==> config.mk <==
export PLATFORM = sky130hd
export DESIGN_NAME = client_strength_rank_table
export DESIGN_NICKNAME = d
export VERILOG_FILES = /design/src/rtl/core/csrt_pkg.sv /design/src/rtl/core/client_strength_rank_table.sv /design/src/rtl/core/csrt_cell.sv
export SDC_FILE = /design/constraint.sdc
export NUM_CORES = 2
export LEC_CHECK = 0
export BUFFER_PORTS_ARGS = -buffer_cell sky130_fd_sc_hd__buf_2
export CAP_MARGIN = 30
export CORE_UTILIZATION = 45
export DETAILED_ROUTE_END_ITERATION = 7
export SKIP_CTS_REPAIR_TIMING = 1
export SYNTH_ARGS = -nofsm -noshare
export SYNTH_HDL_FRONTEND = slang
export SYNTH_SLANG_ARGS = --single-unit
export TNS_END_PERCENT = 20
==> constraint.sdc <==
create_clock -name clk -period 14.5 [get_ports clk]
set_input_delay 0.725 -clock clk [delete_from_list [all_inputs] [get_ports clk]]
set_output_delay 0.725 -clock clk [all_outputs]
set_load 0.1 [all_outputs]
==> src/rtl/core/csrt_pkg.sv <==
// csrt_pkg: shared types, widths and codes for the client strength rank table.
// No dependencies; used by csrt_cell and client_strength_rank_table.
package csrt_pkg;

	localparam int ENTRIES = 16;
	localparam int SLOT_W  = $clog2(ENTRIES);
	localparam int FUNC_W  = 2;
	localparam int KEY_W   = 10;
	localparam int STR_W   = 16;
	localparam int PRIO_W  = 5;
	localparam int KIND_W  = 2;
	localparam int STAT_W  = 2;

	localparam int IN_DATA_W  = 32;
	localparam int OUT_DATA_W = 40;

	// operation codes
	localparam logic [FUNC_W-1:0] FN_INSERT = 2'd0;
	localparam logic [FUNC_W-1:0] FN_ERASE  = 2'd1;
	localparam logic [FUNC_W-1:0] FN_RANK   = 2'd2;

	// result kinds
	localparam logic [KIND_W-1:0] KD_STATUS = 2'd0;
	localparam logic [KIND_W-1:0] KD_ENTRY  = 2'd1;
	localparam logic [KIND_W-1:0] KD_EMPTY  = 2'd2;

	// status codes
	localparam logic [STAT_W-1:0] ST_DONE   = 2'd0;
	localparam logic [STAT_W-1:0] ST_FULL   = 2'd1;
	localparam logic [STAT_W-1:0] ST_ABSENT = 2'd2;

	typedef enum logic [2:0] {
		C_NONE,
		C_INS,
		C_ERA,
		C_LOAD,
		C_ROT,
		C_FIN
	} cell_op_t;

	// broadcast to every cell
	typedef struct packed {
		cell_op_t                op;
		logic [KEY_W-1:0]        key;
		logic signed [STR_W-1:0] str;
		logic                    any_hit;
	} cell_ctl_t;

	// token that circulates around the ring during rank
	typedef struct packed {
		logic                    vld;
		logic signed [STR_W-1:0] str;
		logic [SLOT_W-1:0]       slot;
	} tok_t;

	// stored entry as seen from outside a cell
	typedef struct packed {
		logic                    vld;
		logic [KEY_W-1:0]        key;
		logic signed [STR_W-1:0] str;
		logic [PRIO_W-1:0]       prio;
	} ent_t;

endpackage

==> src/rtl/core/client_strength_rank_table.sv <==
// client_strength_rank_table: top level; a ring of csrt_cell slots plus the
// operation sequencer and the result register. Uses csrt_pkg, csrt_cell.
//
// Usage:
//   Commands arrive as beats on the s_axis channel (insert/update, erase,
//   rank). Results leave as beats on the m_axis channel; tuser carries the
//   result kind and tlast marks the final beat caused by one command.
//   Insert and erase are done in the accept cycle: the single status beat is
//   presented on the next cycle. Rank loads a token into each of the ENTRIES
//   slots, rotates the ring so every slot sees every other slot's strength,
//   stores the new priorities, then scans the slots one per cycle while the
//   result register is free and emits a beat for each occupied one.
//   An empty table on rank gives one beat of kind "empty" right away.
//   Commands are taken one at a time: s_axis_tready is high only while no
//   rank is in progress and the result register is free or being drained.
//   When m_axis_tready is low the result beat holds and the slot scan waits.
//   Reset clears all valid flags and the sequencer; stored keys, strengths
//   and priorities are only read for occupied slots. Opcode 3 is taken and
//   ignored.
module client_strength_rank_table (
	input  logic                              clk,
	input  logic                              arst_n,
	input  logic                              s_axis_tvalid,
	output logic                              s_axis_tready,
	// [1:0] func, [11:2] client_key, [27:12] strength, [31:28] zero
	input  logic [csrt_pkg::IN_DATA_W-1:0]    s_axis_tdata,
	output logic                              m_axis_tvalid,
	input  logic                              m_axis_tready,
	// [1:0] status, [11:2] client_key_res, [27:12] strength_res,
	// [32:28] priority_res, [39:33] zero
	output logic [csrt_pkg::OUT_DATA_W-1:0]   m_axis_tdata,
	// [1:0] kind
	output logic [csrt_pkg::KIND_W-1:0]       m_axis_tuser,
	output logic                              m_axis_tlast
);

	typedef enum logic [1:0] {
		S_IDLE,
		S_ROT,
		S_FIN,
		S_RPT
	} state_t;

	localparam int ENTRIES = csrt_pkg::ENTRIES;
	localparam int SLOT_W  = csrt_pkg::SLOT_W;

	state_t                              state_q;
	logic [SLOT_W-1:0]                   step_q;

	// result register
	logic                                ovld_q;
	logic [csrt_pkg::KIND_W-1:0]         okind_q;
	logic [csrt_pkg::STAT_W-1:0]         ostat_q;
	logic [csrt_pkg::KEY_W-1:0]          okey_q;
	logic signed [csrt_pkg::STR_W-1:0]   ostr_q;
	logic [csrt_pkg::PRIO_W-1:0]         oprio_q;
	logic                                olast_q;

	// command fields
	logic [csrt_pkg::FUNC_W-1:0]         in_func;
	logic [csrt_pkg::KEY_W-1:0]          in_key;
	logic signed [csrt_pkg::STR_W-1:0]   in_str;

	logic                                accept;
	logic                                ofree;
	logic                                out_load;
	csrt_pkg::cell_ctl_t                 ctl;

	logic [ENTRIES:0]                    hit_chain;
	logic [ENTRIES:0]                    free_chain;
	csrt_pkg::tok_t                      tok [ENTRIES];
	csrt_pkg::ent_t                      ent [ENTRIES];

	logic [ENTRIES-1:0]                  vld_vec;
	logic                                any_vld;
	logic                                vld_above;
	csrt_pkg::ent_t                      cur;

	assign in_func = s_axis_tdata[1:0];
	assign in_key  = s_axis_tdata[11:2];
	assign in_str  = s_axis_tdata[27:12];

	assign ofree         = !ovld_q || m_axis_tready;
	assign s_axis_tready = (state_q == S_IDLE) && ofree;
	assign accept        = s_axis_tvalid && s_axis_tready;

	// a new beat enters the result register this cycle
	assign out_load = (accept && ((in_func == csrt_pkg::FN_INSERT) ||
		(in_func == csrt_pkg::FN_ERASE) ||
		((in_func == csrt_pkg::FN_RANK) && !any_vld))) ||
		((state_q == S_RPT) && ofree && cur.vld);

	// cell command for this cycle
	always_comb begin
		ctl.op      = csrt_pkg::C_NONE;
		ctl.key     = in_key;
		ctl.str     = in_str;
		ctl.any_hit = hit_chain[ENTRIES];
		unique case (state_q)
			S_IDLE: begin
				if (accept) begin
					case (in_func)
						csrt_pkg::FN_INSERT: ctl.op = csrt_pkg::C_INS;
						csrt_pkg::FN_ERASE:  ctl.op = csrt_pkg::C_ERA;
						csrt_pkg::FN_RANK:   ctl.op = csrt_pkg::C_LOAD;
						default:             ctl.op = csrt_pkg::C_NONE;
					endcase
				end
			end
			S_ROT:   ctl.op = csrt_pkg::C_ROT;
			S_FIN:   ctl.op = csrt_pkg::C_FIN;
			default: ctl.op = csrt_pkg::C_NONE;
		endcase
	end

	assign hit_chain[0]  = 1'b0;
	assign free_chain[0] = 1'b0;

	// ring of slots; token passes from slot g-1 to slot g, last wraps to first
	for (genvar g = 0; g < ENTRIES; g++) begin : g_cell
		csrt_cell u_cell (
			.clk      (clk),
			.arst_n   (arst_n),
			.ctl      (ctl),
			.idx      (SLOT_W'(g)),
			.hit_in   (hit_chain[g]),
			.free_in  (free_chain[g]),
			.hit_out  (hit_chain[g+1]),
			.free_out (free_chain[g+1]),
			.tok_in   (tok[(g + ENTRIES - 1) % ENTRIES]),
			.tok_out  (tok[g]),
			.ent      (ent[g])
		);
		assign vld_vec[g] = ent[g].vld;
	end

	assign any_vld = |vld_vec;
	assign cur     = ent[step_q];

	// any occupied slot after the one being reported
	always_comb begin
		vld_above = 1'b0;
		for (int k = 0; k < ENTRIES; k++) begin
			if (vld_vec[k] && (SLOT_W'(k) > step_q)) begin
				vld_above = 1'b1;
			end
		end
	end

	always_ff @(posedge clk or negedge arst_n) begin
		if (!arst_n) begin
			state_q <= S_IDLE;
			step_q  <= '0;
			ovld_q  <= 1'b0;
			okind_q <= '0;
			ostat_q <= '0;
			okey_q  <= '0;
			ostr_q  <= '0;
			oprio_q <= '0;
			olast_q <= 1'b0;
		end else begin
			if (out_load) begin
				ovld_q <= 1'b1;
			end else if (m_axis_tready) begin
				ovld_q <= 1'b0;
			end
			unique case (state_q)
				S_IDLE: begin
					if (accept) begin
						case (in_func)
							csrt_pkg::FN_INSERT: begin
								okind_q <= csrt_pkg::KD_STATUS;
								okey_q  <= in_key;
								oprio_q <= '0;
								olast_q <= 1'b1;
								if (!hit_chain[ENTRIES] && !free_chain[ENTRIES]) begin
									ostat_q <= csrt_pkg::ST_FULL;
									ostr_q  <= '0;
								end else begin
									ostat_q <= csrt_pkg::ST_DONE;
									ostr_q  <= in_str;
								end
							end
							csrt_pkg::FN_ERASE: begin
								okind_q <= csrt_pkg::KD_STATUS;
								okey_q  <= in_key;
								ostr_q  <= '0;
								oprio_q <= '0;
								olast_q <= 1'b1;
								if (!hit_chain[ENTRIES]) begin
									ostat_q <= csrt_pkg::ST_ABSENT;
								end else begin
									ostat_q <= csrt_pkg::ST_DONE;
								end
							end
							csrt_pkg::FN_RANK: begin
								if (any_vld) begin
									state_q <= S_ROT;
									step_q  <= '0;
								end else begin
									okind_q <= csrt_pkg::KD_EMPTY;
									ostat_q <= csrt_pkg::ST_DONE;
									okey_q  <= '0;
									ostr_q  <= '0;
									oprio_q <= '0;
									olast_q <= 1'b1;
								end
							end
							default: begin
							end
						endcase
					end
				end
				S_ROT: begin
					if (step_q == SLOT_W'(ENTRIES - 2)) begin
						state_q <= S_FIN;
					end else begin
						step_q <= step_q + 1'b1;
					end
				end
				S_FIN: begin
					state_q <= S_RPT;
					step_q  <= '0;
				end
				S_RPT: begin
					if (ofree) begin
						if (cur.vld) begin
							okind_q <= csrt_pkg::KD_ENTRY;
							ostat_q <= csrt_pkg::ST_DONE;
							okey_q  <= cur.key;
							ostr_q  <= cur.str;
							oprio_q <= cur.prio;
							olast_q <= !vld_above;
						end
						if (step_q == SLOT_W'(ENTRIES - 1)) begin
							state_q <= S_IDLE;
						end else begin
							step_q <= step_q + 1'b1;
						end
					end
				end
				default: begin
					state_q <= S_IDLE;
				end
			endcase
		end
	end

	assign m_axis_tvalid = ovld_q;
	assign m_axis_tuser  = okind_q;
	assign m_axis_tlast  = olast_q;
	assign m_axis_tdata  = {7'd0, oprio_q, ostr_q, okey_q, ostat_q};

endmodule

==> src/rtl/core/csrt_cell.sv <==
// csrt_cell: one table slot; holds an entry, joins the key search chains and
// counts stronger entries as the rank token ring passes by. Uses csrt_pkg.
module csrt_cell (
	input  logic                       clk,
	input  logic                       arst_n,
	input  csrt_pkg::cell_ctl_t        ctl,
	input  logic [csrt_pkg::SLOT_W-1:0] idx,
	input  logic                       hit_in,
	input  logic                       free_in,
	output logic                       hit_out,
	output logic                       free_out,
	input  csrt_pkg::tok_t             tok_in,
	output csrt_pkg::tok_t             tok_out,
	output csrt_pkg::ent_t             ent
);

	logic                                 vld_q;
	logic [csrt_pkg::KEY_W-1:0]           key_q;
	logic signed [csrt_pkg::STR_W-1:0]    str_q;
	logic [csrt_pkg::PRIO_W-1:0]          prio_q;
	logic [csrt_pkg::SLOT_W-1:0]          cnt_q;
	csrt_pkg::tok_t                       tok_q;

	logic                                 hit;
	logic                                 sel_ins;
	logic                                 sel_era;
	logic                                 above;
	logic [csrt_pkg::SLOT_W:0]            prio_p1;

	assign hit      = vld_q && (key_q == ctl.key);
	assign hit_out  = hit_in | hit;
	assign free_out = free_in | !vld_q;
	assign sel_era  = hit && !hit_in;
	assign sel_ins  = ctl.any_hit ? sel_era : (!vld_q && !free_in);

	// incoming token ranks above this slot
	assign above = tok_in.vld && ((tok_in.str > str_q) ||
		((tok_in.str == str_q) && (tok_in.slot < idx)));

	assign prio_p1 = {1'b0, cnt_q} + 1'b1;

	always_ff @(posedge clk or negedge arst_n) begin
		if (!arst_n) begin
			vld_q <= 1'b0;
		end else if (ctl.op == csrt_pkg::C_INS && sel_ins) begin
			vld_q <= 1'b1;
		end else if (ctl.op == csrt_pkg::C_ERA && sel_era) begin
			vld_q <= 1'b0;
		end
	end

	always_ff @(posedge clk) begin
		case (ctl.op)
			csrt_pkg::C_INS: begin
				if (sel_ins) begin
					key_q  <= ctl.key;
					str_q  <= ctl.str;
					prio_q <= '0;
				end
			end
			csrt_pkg::C_LOAD: begin
				tok_q <= '{vld: vld_q, str: str_q, slot: idx};
				cnt_q <= '0;
			end
			csrt_pkg::C_ROT: begin
				tok_q <= tok_in;
				if (above) begin
					cnt_q <= cnt_q + 1'b1;
				end
			end
			csrt_pkg::C_FIN: begin
				prio_q <= csrt_pkg::PRIO_W'(prio_p1);
			end
			default: begin
			end
		endcase
	end

	assign tok_out = tok_q;
	assign ent     = '{vld: vld_q, key: key_q, str: str_q, prio: prio_q};

endmodule

Word-level counts from Yosys, hierarchy flattened
Cells that the tools add are included.

cells by class
  add/sub/neg operators = 33
  order comparisons = 49
  eq/ne operators = 88
  multiplexer cells = 205
  bitwise logic cells = 31
  reduce and logical (&&, ||, !) cells = 279

operator list
  cell                   count
  $pmux W21 S2           16
  $eq A16 B16 Y1         16
  $gt A16 B16 Y1         16
  $pmux W5 S2            18
  $eq A10 B10 Y1         16
  $logic_and A1 B1 Y1    133
  $bmux W32 S4           1
  $pmux W4 S2            16
  $mux W5                20
  $reduce_and A2 Y1      48
  $mux W4                22
  $add A4 B1 Y5 const B  16
  $mux W16               5
  $mux W1                71
  $add A4 B1 Y4 const B  17
  $ne A2 B1 Y1 const B   34
  $mux W32               2
  $logic_not A1 Y1       50
  $pmux W16 S3           1
  $mux W10               4
  $pmux W10 S2           2
  $reduce_bool A2 Y1     20
  $gt A4 B4 Y1 const A   8
  $lt A4 B4 Y1 const B   8
  32 further kinds       125

word-level totals
  register bits after elaboration = 955
  input bits = 36
  output and inout port bits = 45

Depth between registers and ports, before layout
  word-level depth = 23
  gate-level depth with buffers = 15
  depth with buffers taken out = 10

By module
From an unflattened synthesis, not the netlist that was laid out.

second synthesis, totals
  cells, all modules = 4287
  area, all modules = 50744.9 um^2

modules (own cells, without submodules)
  module                             instances  cells each  area an instance (um^2)
  csrt_cell at g_cell[0].u_cell ...  14         225         2738.9
  client_strength_rank_table         1          687         6946.7
  csrt_cell at g_cell[8].u_cell      1          225         2730.1
  csrt_cell at g_cell[9].u_cell      1          225         2723.9

Least setup slack after synthesis
Ideal clock, no wire load.

  path kind = register -> register
  start point = reg ovld_q (netlist: m_axis_tvalid)
  end point = reg g_cell[0].u_cell.tok_q, in the netlist g_cell[0].u_cell.tok_out[0], enable pin
  library setup time = 759 ps
  data arrival time = 10159 ps
  required time = 13741 ps
  slack = 3582 ps
  stages on the path, launching flop included = 7
  path buffers = 0
  cells stage by stage = dfrtp_1 -> nand2b_1 -> and2_1 -> nand2_1 -> o31ai_1 -> nand2_1 -> nand2b_1

on the way
  cells in the longest elaborated chain, start to end = 8
  elaborated cells between the ends (all ways) = 9

RTL lines
  element                                       RTL line                           RTL
  start: declaration                            client_strength_rank_table.sv:51   logic ovld_q;
  start signal: assignment                      client_strength_rank_table.sv:154  ovld_q <= 1'b0;
  start signal: assignment                      client_strength_rank_table.sv:163  ovld_q <= 1'b1;
  start signal: assignment                      client_strength_rank_table.sv:165  ovld_q <= 1'b0;
  $logic_not A1 Y1 (*)                          client_strength_rank_table.sv:83   assign ofree = !ovld_q || m_axis_tready;
  $logic_or A1 B1 Y1 (*)                        client_strength_rank_table.sv:83
  $logic_and A1 B1 Y1 (*)                       client_strength_rank_table.sv:84   assign s_axis_tready = (state_q == S_IDLE) && ofree;
  net s_axis_tready                             client_strength_rank_table.sv:24   output logic s_axis_tready,
  $logic_and A1 B1 Y1 (*)                       client_strength_rank_table.sv:85   assign accept = s_axis_tvalid && s_axis_tready;
  $mux W2 (*)                                   client_strength_rank_table.sv:101  if (accept) begin
  $pmux W3 S3 (*)                               client_strength_rank_table.sv:99   unique case (state_q)
  $eq A3 B2 Y1 or $eq A3 B3 Y1 (tied branches)  csrt_cell.sv:53                    case (ctl.op)
  $reduce_bool A2 Y1 (no source line) (*)       n/a
  end signal: assignment                        csrt_cell.sv:62                    tok_q <= '{vld: vld_q, str: str_q, slot: idx};
  end signal: assignment                        csrt_cell.sv:66                    tok_q <= tok_in;
  end: declaration                              csrt_cell.sv:22                    csrt_pkg::tok_t tok_q;

Mark *: on every way through the listed nets, which the timed path passes. The rest lies on a longest branch.
A chain may end at the register's enable or synchronous reset.

Worst setup path in the final report
  start point = reg state_q[0]
  end point = reg g_cell[6].u_cell.tok_q, in the netlist g_cell[6].u_cell.tok_out[4], enable pin

on the way
  cells in the longest elaborated chain, start to end = 7
  elaborated cells between the ends (all ways) = 10

RTL lines
  element                                       RTL line                                                            RTL
  start: declaration                            client_strength_rank_table.sv:47                                    state_t state_q;
  start signal: assignment                      client_strength_rank_table.sv:152                                   state_q <= S_IDLE;
  start signal: assignment                      client_strength_rank_table.sv:198                                   state_q <= S_ROT;
  start signal: assignment                      client_strength_rank_table.sv:216                                   state_q <= S_FIN;
  $logic_not A2 Y1                              client_strength_rank_table.sv:84, client_strength_rank_table.sv:99
  $logic_and A1 B1 Y1                           client_strength_rank_table.sv:84
  $logic_and A1 B1 Y1                           client_strength_rank_table.sv:85
  $mux W2                                       client_strength_rank_table.sv:101
  $pmux W3 S3 (*)                               client_strength_rank_table.sv:99
  $eq A3 B2 Y1 or $eq A3 B3 Y1 (tied branches)  csrt_cell.sv:53
  $reduce_bool A2 Y1 (no source line) (*)       n/a
  end signal: assignment                        csrt_cell.sv:62
  end signal: assignment                        csrt_cell.sv:66
  end: declaration                              csrt_cell.sv:22

Every way passes the cells marked *; elsewhere a longest branch is shown, timed or not.

==> flow_summary.ini <==
[status]
status = finished clean

[grt]
grt_pass1_vias = 30200
antenna_found_initial = 7
grt_usage_pct = 25.2
grt_pass1_wl_mm = 201
grt_max_degree = 200
grt-ovfl-total = 0

[floorplan]
initial_core_util_pct = 45.4
dieHeight_um = 330
rows = 120
coreArea_um2 = 107000
die_area_um2 = 109000
fp.dieW_um = 330
ioPinCount = 81

[route]
num_vias = 31300
drtPass1Iterations = 6
dr.first_iter.drc_count = 3475
wl_per_cell_um = 25.5
drt.antenna.violating_nets = 0
vias_per_cell = 5.82
drcViolationCount = 0
wl_mm = 137

[cts]
insertion_delay_ns = 0.68
numClockSinks = 955
clk_pin_slew_ns = 0.06
cts_root_buf = clkbuf_16
numCtsBuffers = 105
htree_num_levels = 3
cts_tree = built
ctsLongestPathBuffers = 3

[synth]
syn_area_um2 = 48500
synth-seq-cells = 955
ys_types = 81
synth_enable_flop_cells = 896
seq_area_frac_synth_pct = 58.5
synthArstFlopShare_pct = 6.18
ys_warn_count = 0
ys_dominant_reg_cell = edfxtp_1
syn_avg_cell_area_um2 = 12.6
netlist_instances = 3853

[final_layout]
nets = 4209
layout-drive-gt1-share_pct = 10.6
diodes = 0
mostFrequentLayoutCell = edfxtp_1
final_cell_mix = edfxtp_1 (896), nand2_1 (354), o21ai_0 (341)
area_delta_synth_final_pct = 10.4

[setup_path]
r2r_slack_ns = 9.71
max_stage_delay_ns = 0.79
worst-setup-path-type = reg -> reg
critical_path.endpoint_type = flip-flop
cp_num_cells = 9
worstPathCellList = inv_1 > ha_1 > and2_1 > nand2_1 > o31ai_1 > nand2_1 > nand2b_4 > buf_4 > buf_12
path_max_fanout = 147
critPathArrivalTime_ns = 5.08
ff2ff_path_depth = 9
r2r-end = g_cell[6].u_cell.tok_out[4]$_DFFE_PP_
r2r_start = state_q[0]$_DFFE_PN0P_
endpoint = g_cell[6].u_cell.tok_out[4]$_DFFE_PP_
path_common_cell = nand2_1
cp_top_family = buffers and inverters
critPathRequiredTime_ns = 14.79
slowest_stage = nand2b_4
cp-start-kind = flip-flop
critPathBufInv = 3
crit_start = state_q[0]$_DFFE_PN0P_

[sta]
tns_ns = 0
worst_clock_skew_ns = 0.0279
drv_slew = 0
hold_viol_final = 0
rsz0062_at_grt = false
max_slew_margin_pct = 27.8
worstMarginPinSlew_ns = 1.07
fin_crit_ns = 4.79
fin_crit_sh_pct = 33.0
setup-violations-final = 0
fmax_mhz = 209

[placement]
gp_congestion = 0.902
dpl.hpwl_mm = 94.5
io_buffer_count = 69

[power]
p_leak_nw = 19.6
power_mw = 10.8
power_per_cell_area_nw_per_um2 = 202
max-vdd-ir-drop_mv = 0.169

[min_path]
worstHoldPathType = in -> async

[flow_run]
maxCapViolations = 0
worst min-delay path by stage:
stage | start | end | slack [ns] | cells after the start
floorplan | arst_n | g_cell[0].u_cell.vld_q$_DFFE_PN0P_ | 0.43 | 0
global placement | oprio_q[3]$_DFFE_PN0P_ | oprio_q[3]$_DFFE_PN0P_ | 0.46 | 2
detailed placement | oprio_q[0]$_DFFE_PN0P_ | oprio_q[0]$_DFFE_PN0P_ | 0.47 | 2
CTS | arst_n | oprio_q[0]$_DFFE_PN0P_ | -0.14 | 1
global route | arst_n | oprio_q[0]$_DFFE_PN0P_ | 0.45 | 2
finish | arst_n | oprio_q[0]$_DFFE_PN0P_ | 0.43 | 2
routing by layer:
layer,GRT usage [%],part of all wire [%],vias to the layer above
li1,-,-,14400
met1,37.5,45,15700
met2,38.5,45,1145
met3,4.19,8.0,167
met4,6.19,2.0,6
met5,0,0.033,-
area by class of cell:
cell class	count	area, um^2
clock buffer	143	2900
clock inverter	50	338
fill	9332	53400
inverter	297	1110
multi-input combinational	2407	18100
sequential	955	28400
tap	1403	1760
timing repair buffer	125	933
flip-flops by register name, summed over array words and instances (netlist names):
name and count:
ostat_q 2, m_axis_tuser 2, g_cell.u_cell.prio_q 80, g_cell.u_cell.str_q 256, g_cell.u_cell.key_q 160, okey_q 10, ostr_q 16, step_q 4
g_cell.u_cell.cnt_q 64, g_cell.u_cell.vld_q 16, state_q 2, oprio_q 5, m_axis_tvalid 1, m_axis_tlast 1, g_cell.u_cell.tok_out 336
worst register-to-register path, cell delays in order (launching register included):
cell and delay, ns:
dfrtp_1 0.46, inv_1 0.13, ha_1 0.32, and2_1 0.23, nand2_1 0.09, o31ai_1 0.54, nand2_1 0.23, nand2b_4 0.79
buf_4 0.77, buf_12 0.66
Yosys cell counts (8+ instances only):
| library cell | number | area (um^2) |
|---|---|---|
| or3_1 | 14 | 87.6 |
| clkbuf_1 | 130 | 488 |
| buf_4 | 10 | 75.1 |
| mux2i_1 | 108 | 1080 |
| and2_1 | 109 | 682 |
| nand2b_1 | 49 | 307 |
| buf_6 | 21 | 236 |
| o311ai_0 | 8 | 70.1 |
| nor3_1 | 48 | 240 |
| a31oi_1 | 9 | 56.3 |
| o211ai_1 | 11 | 82.6 |
| nand4_1 | 93 | 582 |
| xnor2_1 | 147 | 1290 |
| o221ai_1 | 27 | 236 |
| nand2_1 | 354 | 1330 |
| a21o_1 | 41 | 308 |
| dfrtp_1 | 59 | 1480 |
| mux4_2 | 80 | 1800 |
| o21ai_1 | 8 | 40.0 |
| inv_1 | 297 | 1110 |
| nand3_1 | 76 | 380 |
| xor2_1 | 43 | 377 |
| nand3b_1 | 9 | 67.6 |
| nor2b_1 | 93 | 582 |
| buf_2 | 26 | 130 |
| o21a_1 | 22 | 165 |
| o21ai_0 | 341 | 1710 |
| a221o_1 | 17 | 170 |
| mux2_2 | 27 | 304 |
| a211oi_1 | 23 | 173 |
| edfxtp_1 | 896 | 26900 |
| o22ai_1 | 31 | 194 |
| and4_1 | 22 | 193 |
| nor4_1 | 29 | 181 |
| nor2_1 | 62 | 233 |
| a21oi_1 | 107 | 536 |
| ha_1 | 282 | 3530 |
| o31ai_1 | 18 | 135 |
cells by family after synthesis:
kind of cell / synth area share (%)
other: 0.00773
AO/OA/AOI/OAI: 9.02
buffers and inverters: 4.46
adder cells (fa/ha/maj): 7.27
AND/OR/NAND/NOR: 10.7
XOR/XNOR: 3.50
multiplexers: 6.57
flip-flops: 58.5
power breakdown:
group / leakage (nW) / switching (mW) / internal, mW
sequential: 8.98 / 0.446 / 4.10
combinational: 9.04 / 2.50 / 1.22
clock: 1.59 / 1.11 / 1.45
stage by stage:
step | instances | hold WS, ns | setup WS, ns | utilization, % | instance area (um^2)
final | 5380 | 0.429 | 9.71 | 50.1 | 53600
after global placement | 5172 | 0.461 | 9.39 | 46.8 | 50100
after floorplan | 3859 | 0.429 | 3.58 | - | 48500
after CTS | 5378 | -0.143 | 9.73 | 50.1 | 53500
after global routing | 5380 | 0.450 | 9.38 | 50.1 | 53600
after detailed placement | 5185 | 0.468 | 9.50 | 47.0 | 50300
No activity file was read; power rests on OpenSTA's default activity.
